[config.mk]
export PLATFORM = sky130hd
export DESIGN_NAME = tfn_queue
export DESIGN_NICKNAME = d
export VERILOG_FILES = /design/src/rtl/tfn_pkg.sv /design/src/rtl/tfn_queue.sv
export SDC_FILE = /design/constraint.sdc
export NUM_CORES = 1
export LEC_CHECK = 0
export BUFFER_PORTS_ARGS = -buffer_cell sky130_fd_sc_hd__clkbuf_2
export CORE_MARGIN = 4
export CORE_UTILIZATION = 50
export CTS_CLUSTER_DIAMETER = 60
export CTS_CLUSTER_SIZE = 14
export DETAILED_ROUTE_END_ITERATION = 16
export PLACE_DENSITY = 0.84
export SLEW_MARGIN = 20
export SYNTH_ARGS = -nofsm -noshare
export SYNTH_HDL_FRONTEND = slang
export SYNTH_SLANG_ARGS = --single-unit
[constraint.sdc]
create_clock -name clk -period 27.3 [get_ports clk]
set_input_delay 0 -clock clk [delete_from_list [all_inputs] [get_ports clk]]
set_output_delay 0 -clock clk [all_outputs]
set_load 0.01 [all_outputs]
[src/rtl/tfn_pkg.sv]
// Package for the triangle unit face normal block.
// Holds the coordinate format, the item and result structs and the queue entry type.
// No dependencies.
`default_nettype none

package tfn_pkg;

  // Coordinate format
  localparam int COORD_WIDTH = 32;
  localparam int FRAC_BITS   = 16;
  // Normalised magnitude width ahead of the square root
  localparam int MAG_BITS    = 30;
  // Queue depth between front and back
  localparam int QUEUE_DEPTH = 2;

  typedef logic signed [COORD_WIDTH-1:0] coord_t;

  // One input item: three vertices
  typedef struct packed {
    coord_t v0_x;
    coord_t v0_y;
    coord_t v0_z;
    coord_t v1_x;
    coord_t v1_y;
    coord_t v1_z;
    coord_t v2_x;
    coord_t v2_y;
    coord_t v2_z;
  } in_t;

  // One result item
  typedef struct packed {
    coord_t normal_x;
    coord_t normal_y;
    coord_t normal_z;
    logic   degenerate;
  } out_t;

  // Classified item handed from front to back
  typedef struct packed {
    logic [2:0][MAG_BITS-1:0]    mag;
    logic [2:0]                  neg;
    logic [2:0][COORD_WIDTH-1:0] v0;
    logic                        degen;
  } work_t;

  // Queue status seen by the top level
  typedef struct packed {
    logic full;
    logic vld;
  } qstat_t;

endpackage

`default_nettype wire

[src/rtl/tfn_queue.sv]
// Short queue between front and back.
// Uses tfn_pkg (work_t, qstat_t, QUEUE_DEPTH). The back pops whenever an entry is present.
`default_nettype none

module tfn_queue (
  input  wire logic            clk,
  input  wire logic            rst,
  input  wire logic            push,
  input  wire tfn_pkg::work_t  wdata,
  output tfn_pkg::qstat_t      stat,
  output tfn_pkg::work_t       rdata
);

  localparam int D  = tfn_pkg::QUEUE_DEPTH;
  localparam int AW = (D > 1) ? $clog2(D) : 1;
  localparam int CNW = $clog2(D + 1);

  tfn_pkg::work_t mem [D];
  logic [AW-1:0]  wptr, rptr;
  logic [CNW-1:0] count;
  logic           pop;

  assign pop = (count != '0);

  // storage
  always_ff @(posedge clk) begin
    if (push) mem[wptr] <= wdata;
  end

  // pointers and fill count
  always_ff @(posedge clk) begin
    if (rst) begin
      wptr  <= '0;
      rptr  <= '0;
      count <= '0;
    end else begin
      if (push) wptr <= (wptr == AW'(D - 1)) ? '0 : wptr + 1'b1;
      if (pop)  rptr <= (rptr == AW'(D - 1)) ? '0 : rptr + 1'b1;
      count <= count + CNW'(push) - CNW'(pop);
    end
  end

  assign stat.full = (count == CNW'(D));
  assign stat.vld  = pop;
  assign rdata     = mem[rptr];

endmodule

`default_nettype wire

==> reports/qor_table.md, run 1 <==
| Quantity | Value | Unit |
|:---|:---|:---|
| Final instance area | 19600 | µm² |
| Post-Place Cell Area | 16600 | µm² |
| Core region area | 28000 | µm² |
| Die area | 31400 | µm² |
| Portion of the post-synthesis area used by sequential elements | 80.4 | % |
| Tot GR Track Use | 21.4 | % |
| Remaining number of nets flagged by the antenna check after routing | 0 | - |
| Antenna violations before repair | 8 | - |
| Congestion Overflow GR | 0 | - |
| Global-route wire length before repair | 51200 | µm |
| Post-Synthesis Net Count | 807 | - |
| Unique masters post-synth | 18 | - |
| Final wirelength | 34700 | µm |
| DRC marker count from the first detailed-route iteration | 686 | - |
| Result of the run | completed | - |
| Via total after detailed routing | 8170 | - |
| Startpoint type of the worst setup path | register | - |
| Num CTS Buffers | 36 | - |
| Post-Route Skew | 0.00909 | ns |
| Post-synthesis register bit count | 385 | - |
| Data arrival, critical path | 3.37 | ns |
| H-tree level count | 2 | - |
| Max_slew headroom | 13.6 | % |
| Class of the worst hold path | primary input to register | - |
| Area growth, synth to finish | 36.7 | % |
| Reported max-cap violation count | 0 | - |
| Via/cell ratio | 5.08 | - |
| Number of rows created at floorplan | 61 | - |
| Minimum clock period after layout | 3.38 | ns |
| Cell area after technology mapping | 14300 | µm² |
| Final design utilization | 69.9 | % |
| Top-Level Pins | 385 | - |
| Post-synthesis cell count | 613 | - |
| Detailed-router iteration count before antenna repair | 5 | - |
| Setup-failing EPs final | 0 | - |
| Worst hold-check slack | 0.224 | ns |
| Setup fix buffers added after clock tree synthesis | 0 | - |
| Share of post-route cells with drive strength above 1 | 51.5 | % |
| Final net count | 1406 | - |
| Filler cell count | 1673 | - |
| Clock root cell | sky130_fd_sc_hd__clkbuf_16 | - |
| Final total negative setup slack | 0 | ns |
| Area contributors post-synth | sky130_fd_sc_hd__edfxtp_1 80%, sky130_fd_sc_hd__mux2_4 10%, sky130_fd_sc_hd__mux2_2 7.1% | - |
| Number of sinks handled by clock tree synthesis | 385 | - |
| Critical path fanouts, max | 50 | - |
| Largest net degree at the start of global routing | 191 | - |
| PD cells | 67.2 | nW/µm² |
| Chip Height | 177 | µm |
| Critical Path RT | 27.30 | ns |
| Sort of element at the end of the critical path | output port | - |
| Starting utilization of the core area | 51.1 | % |
| Vias in the first global route | 8805 | - |
| Max Freq | 296 | MHz |
| Cell type contributing the most total cell area after synthesis | sky130_fd_sc_hd__edfxtp_1 | - |
| Die Width | 177 | µm |
| Period utilisation layout | 12.4 | % |
| Routability Congestion | 0.805 | - |
| Post-route DRC violation count | 0 | - |
| Worst ir drop on vdd | 0.0547 | mV |
| Placement Setup Slack | 24.42 | ns |
| Post-synthesis average cell area | 23.4 | µm² |
| Clock transition at path regs | 0.07 | ns |
| Worst Setup Path Type | register to output port | - |
| Worst setup slack after layout | 23.93 | ns |
| Synthesis Warnings | 0 | - |
| Port Buffers | 384 | - |
| Measured slew at the worst slew-check pin | 1.30 | ns |
| Placed wire-length estimate after detailed placement | 20600 | µm |
| Buffer levels on the longest clock path | 3 | - |
| Clock tree from TritonCTS | yes | - |
| Count of final max-slew check failures | 0 | - |
| Setup repair after global routing missed its margin | no | - |
| Average wire per standard cell | 21.6 | µm |
| Number of hold violations in the final report | 0 | - |
| Leakage dissipation | 7.67 | nW |
| Skew-Pair Late Insertion Delay | 0.50 | ns |
| Top cell type's share of synthesized area | 79.7 | % |
## worst max-delay path: stages (launching register included)
cell and delay (ns):
sky130_fd_sc_hd__dfxtp_4 0.76, sky130_fd_sc_hd__buf_4 0.69, sky130_fd_sc_hd__buf_4 0.82, sky130_fd_sc_hd__mux2_2 0.42, sky130_fd_sc_hd__clkbuf_2 0.13
## routing by layer
layer	up-vias	wire length, µm	global-route usage, %
li1	3632	-	-
met1	4019	12600	25.6
met2	430	18000	37.7
met3	87	2770	5.43
met4	2	1280	7.77
met5	-	12	0
## logic make-up after synthesis
group | Yosys count | synth area share, %
flops | 385 | 80.4
mux | 190 | 17.6
buf+inv | 22 | 1.31
fa+ha+maj | 1 | 0.0874
simple gates | 11 | 0.446
compound gates | 3 | 0.157
xor+xnor | 1 | 0.0612
## cell usage in the layout, fill, tap and decap left out, drive strengths merged
cell and instances:
a21bo 1, a21oi 1, and2 1, buf 6, bufinv 1, clkbuf 424
clkinv 6, dfxtp 5, diode 7, dlygate4sd3 193, edfxtp 380, ha 1
inv 2, mux2 190, nand3b 1, nor2 1, nor2b 4, nor3 3
o21a 1, or2 1, xnor2 1
## power breakdown
group          internal (mW)  total [mW]  switching [mW]
logic                 0.0796       0.156          0.0761
clock network          0.255       0.457           0.202
registers              0.691       0.702          0.0119
## sequential cells by signal, indices dropped and copies added, names as in the netlist, named ones only
signal,count
count,2
mem,380
rptr,1
wptr,1
## synthesized netlist by cell type
cell and n:
sky130_fd_sc_hd__a21oi_1 1, sky130_fd_sc_hd__nand3b_1 1, sky130_fd_sc_hd__buf_6 12, sky130_fd_sc_hd__o21a_1 1, sky130_fd_sc_hd__buf_2 9, sky130_fd_sc_hd__ha_1 1, sky130_fd_sc_hd__nor3_1 3, sky130_fd_sc_hd__nor2b_1 4
sky130_fd_sc_hd__mux2_2 90, sky130_fd_sc_hd__mux2_4 100, sky130_fd_sc_hd__and2_1 1, sky130_fd_sc_hd__or2_2 1, sky130_fd_sc_hd__a21bo_2 1, sky130_fd_sc_hd__edfxtp_1 380, sky130_fd_sc_hd__nor2_1 1, sky130_fd_sc_hd__dfxtp_1 5
sky130_fd_sc_hd__xnor2_1 1, sky130_fd_sc_hd__buf_4 1
## metrics by stage
step                      total power [mW]  instances
final                                 1.32       1608
after global routing                  1.36       1608
after CTS                             1.32       1601
after floorplan                      0.793        613
after global placement               0.839       1359
after detailed placement             0.845       1359
## cell type report
type	instances	area, µm²	area share [%]
well taps	378	473	2.42
clock inverters	9	92.6	0.473
multi-input cells	206	2630	13.4
repair buffers	583	3920	20.0
diodes	7	17.5	0.0895
flip-flops and latches	385	11500	58.8
clock buffers	40	937	4.79
## worst paths after layout
check | from | cells past startpoint | slack, ns | endpoint
worst max-delay path | register | 4 | 23.93 | rdata[52]
worst min-delay path | wdata[31] | 2 | 0.22 | mem[0][31]
worst max register to register | wptr | 2 | 25.04 | mem[1][92]
worst min register to register | wptr | 2 | 0.59 | wptr
## what timing repair did
action | CTS | global route
endpoints found under the hold margin | 385 | 0
resized for setup | 0 | 0
hold buffers | 193 | 0
No activity file was read; power rests on OpenSTA's default activity.
==> run 2, diff against run 1 <==
- CORE_UTILIZATION: 50 -> 47
- PLACE_DENSITY: 0.84 -> 0.82
- clock period: 27.3 -> 2.7 ns (I/O delays scaled with it)
==> reports/qor_table.md, run 2 (synthesis gave the netlist of run 1 again) <==
| Quantity | Value | Unit |
|:---|:---|:---|
| Skew-Pair Late Insertion Delay | 0.50 | ns |
| Number of cells on the worst hold path | 2 | - |
| Final net count | 1415 | - |
| Clock tree from TritonCTS | yes | - |
| Routability Congestion | 0.773 | - |
| Cell breakdown of the critical path | buf_12 > buf_4 > mux2_2 > clkbuf_2 | - |
| Leakage dissipation | 7.73 | nW |
| Die Width | 183 | µm |
| Minimum clock period after layout | 2.05 | ns |
| Worst path buffer plus inverter count | 3 | - |
| Data arrival, critical path | 2.05 | ns |
| Worst Setup Path Type | register to output port | - |
| Reg-to-reg endpoint | mem[0][162] | - |
| Launching point of the worst reg2reg path | wptr | - |
| Number of sinks handled by clock tree synthesis | 385 | - |
| Critical path fanouts, max | 34 | - |
| Area growth, synth to finish | 37.7 | % |
| Final wirelength | 33200 | µm |
| Core region area | 29900 | µm² |
| Leading cell type in the layout, fill and taps excluded | sky130_fd_sc_hd__clkbuf_2 | - |
| Post-route DRC violation count | 0 | - |
| DRC marker count from the first detailed-route iteration | 394 | - |
| Filler cell count | 1854 | - |
| Die area | 33300 | µm² |
| Vias in the first global route | 8853 | - |
| Via/cell ratio | 4.98 | - |
| Num CTS Buffers | 34 | - |
| Result of the run | completed | - |
| Count of final max-slew check failures | 0 | - |
| Critical Path RT | 2.70 | ns |
| Slowest cell delay on critical path | 0.50 | ns |
| Clock transition at path regs | 0.06 | ns |
| Top-Level Pins | 385 | - |
| Average wire per standard cell | 20.4 | µm |
| Register-to-Register Setup Slack | 1.02 | ns |
| Period utilisation layout | 75.9 | % |
| Number of flip-flops in the largest register | 380 | - |
| Number of rows created at floorplan | 63 | - |
| Worst ir drop on vdd | 0.684 | mV |
| Path depth of the worst reg2reg path | 2 | - |
| Delay-heaviest family, CP | buffers and inverters | - |
| Overall Power | 13.2 | mW |
| Fin cells | 1624 | - |
| Via total after detailed routing | 8091 | - |
| Sort of element at the end of the critical path | output port | - |
| Max_slew headroom | 58.6 | % |
| Max stage delay cell, worst path | sky130_fd_sc_hd__dfxtp_4 | - |
| Measured slew at the worst slew-check pin | 0.620 | ns |
| Startpoint type of the worst setup path | register | - |
| Max Freq | 488 | MHz |
| Starting utilization of the core area | 47.9 | % |
| Number of hold violations in the final report | 0 | - |
| Class of the worst hold path | primary input to register | - |
| Buffer levels on the longest clock path | 3 | - |
| Clock root cell | sky130_fd_sc_hd__clkbuf_16 | - |
| Congestion Overflow GR | 0 | - |
| H-tree level count | 2 | - |
| Remaining number of nets flagged by the antenna check after routing | 0 | - |
| Largest registers | mem x380, count x2 | - |
| Setup fix buffers added after clock tree synthesis | 0 | - |
| Placed Cells incl. Taps | 1382 | - |
| Most frequent cells in the layout | 384 x sky130_fd_sc_hd__clkbuf_2, 380 x sky130_fd_sc_hd__edfxtp_1, 193 x sky130_fd_sc_hd__dlygate4sd3_1 | - |
| Global-route wire length before repair | 50000 | µm |
| Reported max-cap violation count | 0 | - |
| Antenna violations before repair | 3 | - |
| Setup repair after global routing missed its margin | no | - |
| Chip Height | 183 | µm |
| Share of post-route cells with drive strength above 1 | 51.7 | % |
| Register ranked first by flip-flop count | mem | - |
| Placed wire-length estimate after detailed placement | 20100 | µm |
| Port Buffers | 384 | - |
| PD cells | 669 | nW/µm² |
| End of the worst hold path | mem[0][19] | - |
| Tot GR Track Use | 19.3 | % |
| Post-Route Skew | 0.0111 | ns |
| Setup-failing EPs final | 0 | - |
| Detailed-router iteration count before antenna repair | 4 | - |
| Largest net degree at the start of global routing | 72 | - |
| Hold Path Origin | wdata[19] | - |
==> run 2: changes by cell type in the layout (fill, tap and decap cells not counted), sizes merged <==
cell,change
clkinv,-4
inv,-1
clkbuf,+2
buf,+11
diode,-4
==> run 2: stage by stage <==
step	utilization (%)	setup WS, ns	area, µm²	hold slack, ns	setup TNS [ns]
after global routing	66.0	0.558	19700	0.207	0
after floorplan	-	-0.860	14300	0.0650	-248.23
after detailed placement	56.2	1.00	16800	0.192	0
after global placement	56.2	1.01	16800	0.188	0
after CTS	66.0	0.610	19700	0.199	0
final	66.0	0.650	19700	0.227	0
==> run 2: worst reg2reg max path: stages, from the launching register on <==
cell	delay, ns
sky130_fd_sc_hd__dfxtp_2	0.34
sky130_fd_sc_hd__nor2b_4	0.51
sky130_fd_sc_hd__buf_4	0.47
==> run 2: area by class of cell <==
cell class,instances,area [µm²],share of cell area [%]
Sequential cell,385,11500,58.4
Timing Repair Buffer,594,4080,20.7
Multi-Input combinational cell,206,2630,13.3
Clock buffer,42,945,4.79
Tap cell,390,488,2.47
Clock inverter,4,51.3,0.260
Antenna cell,3,7.51,0.0381
==> run 2: worst max-delay path by stage <==
stage	end	slack (ns)	depth (start not counted)
finish	rdata[45]	0.65	4
global route	rdata[45]	0.56	4
CTS	rdata[1]	0.61	4
detailed placement	mem[0][172]	1.00	2
global placement	mem[0][103]	1.01	2
floorplan	mem[0][0]	-0.86	1
==> run 2: where the power goes <==
| group | switching [mW] | internal (mW) |
|---|---|---|
| Combinational | 0.787 | 0.837 |
| Clock | 1.95 | 2.55 |
| Sequential | 0.0983 | 6.97 |
| Total | 2.83 | 10.4 |
==> run 2: repair_timing <==
item | 4_1_cts | 5_1_grt
hold endpoints to repair | 385 | 0
endpoints found under the setup margin | 0 | 0
resized for setup | 0 | 0
hold buffers | 193 | 0
==> run 2: per-layer routing <==
| metal | track usage (%) | share of wire, % | up-vias |
|---|---|---|---|
| met5 | 0 | 0 | - |
| met4 | 5.82 | 2.6 | 0 |
| met3 | 5.94 | 9.2 | 52 |
| met2 | 34.7 | 52 | 399 |
| met1 | 22.2 | 36 | 3982 |
| li1 | - | - | 3658 |
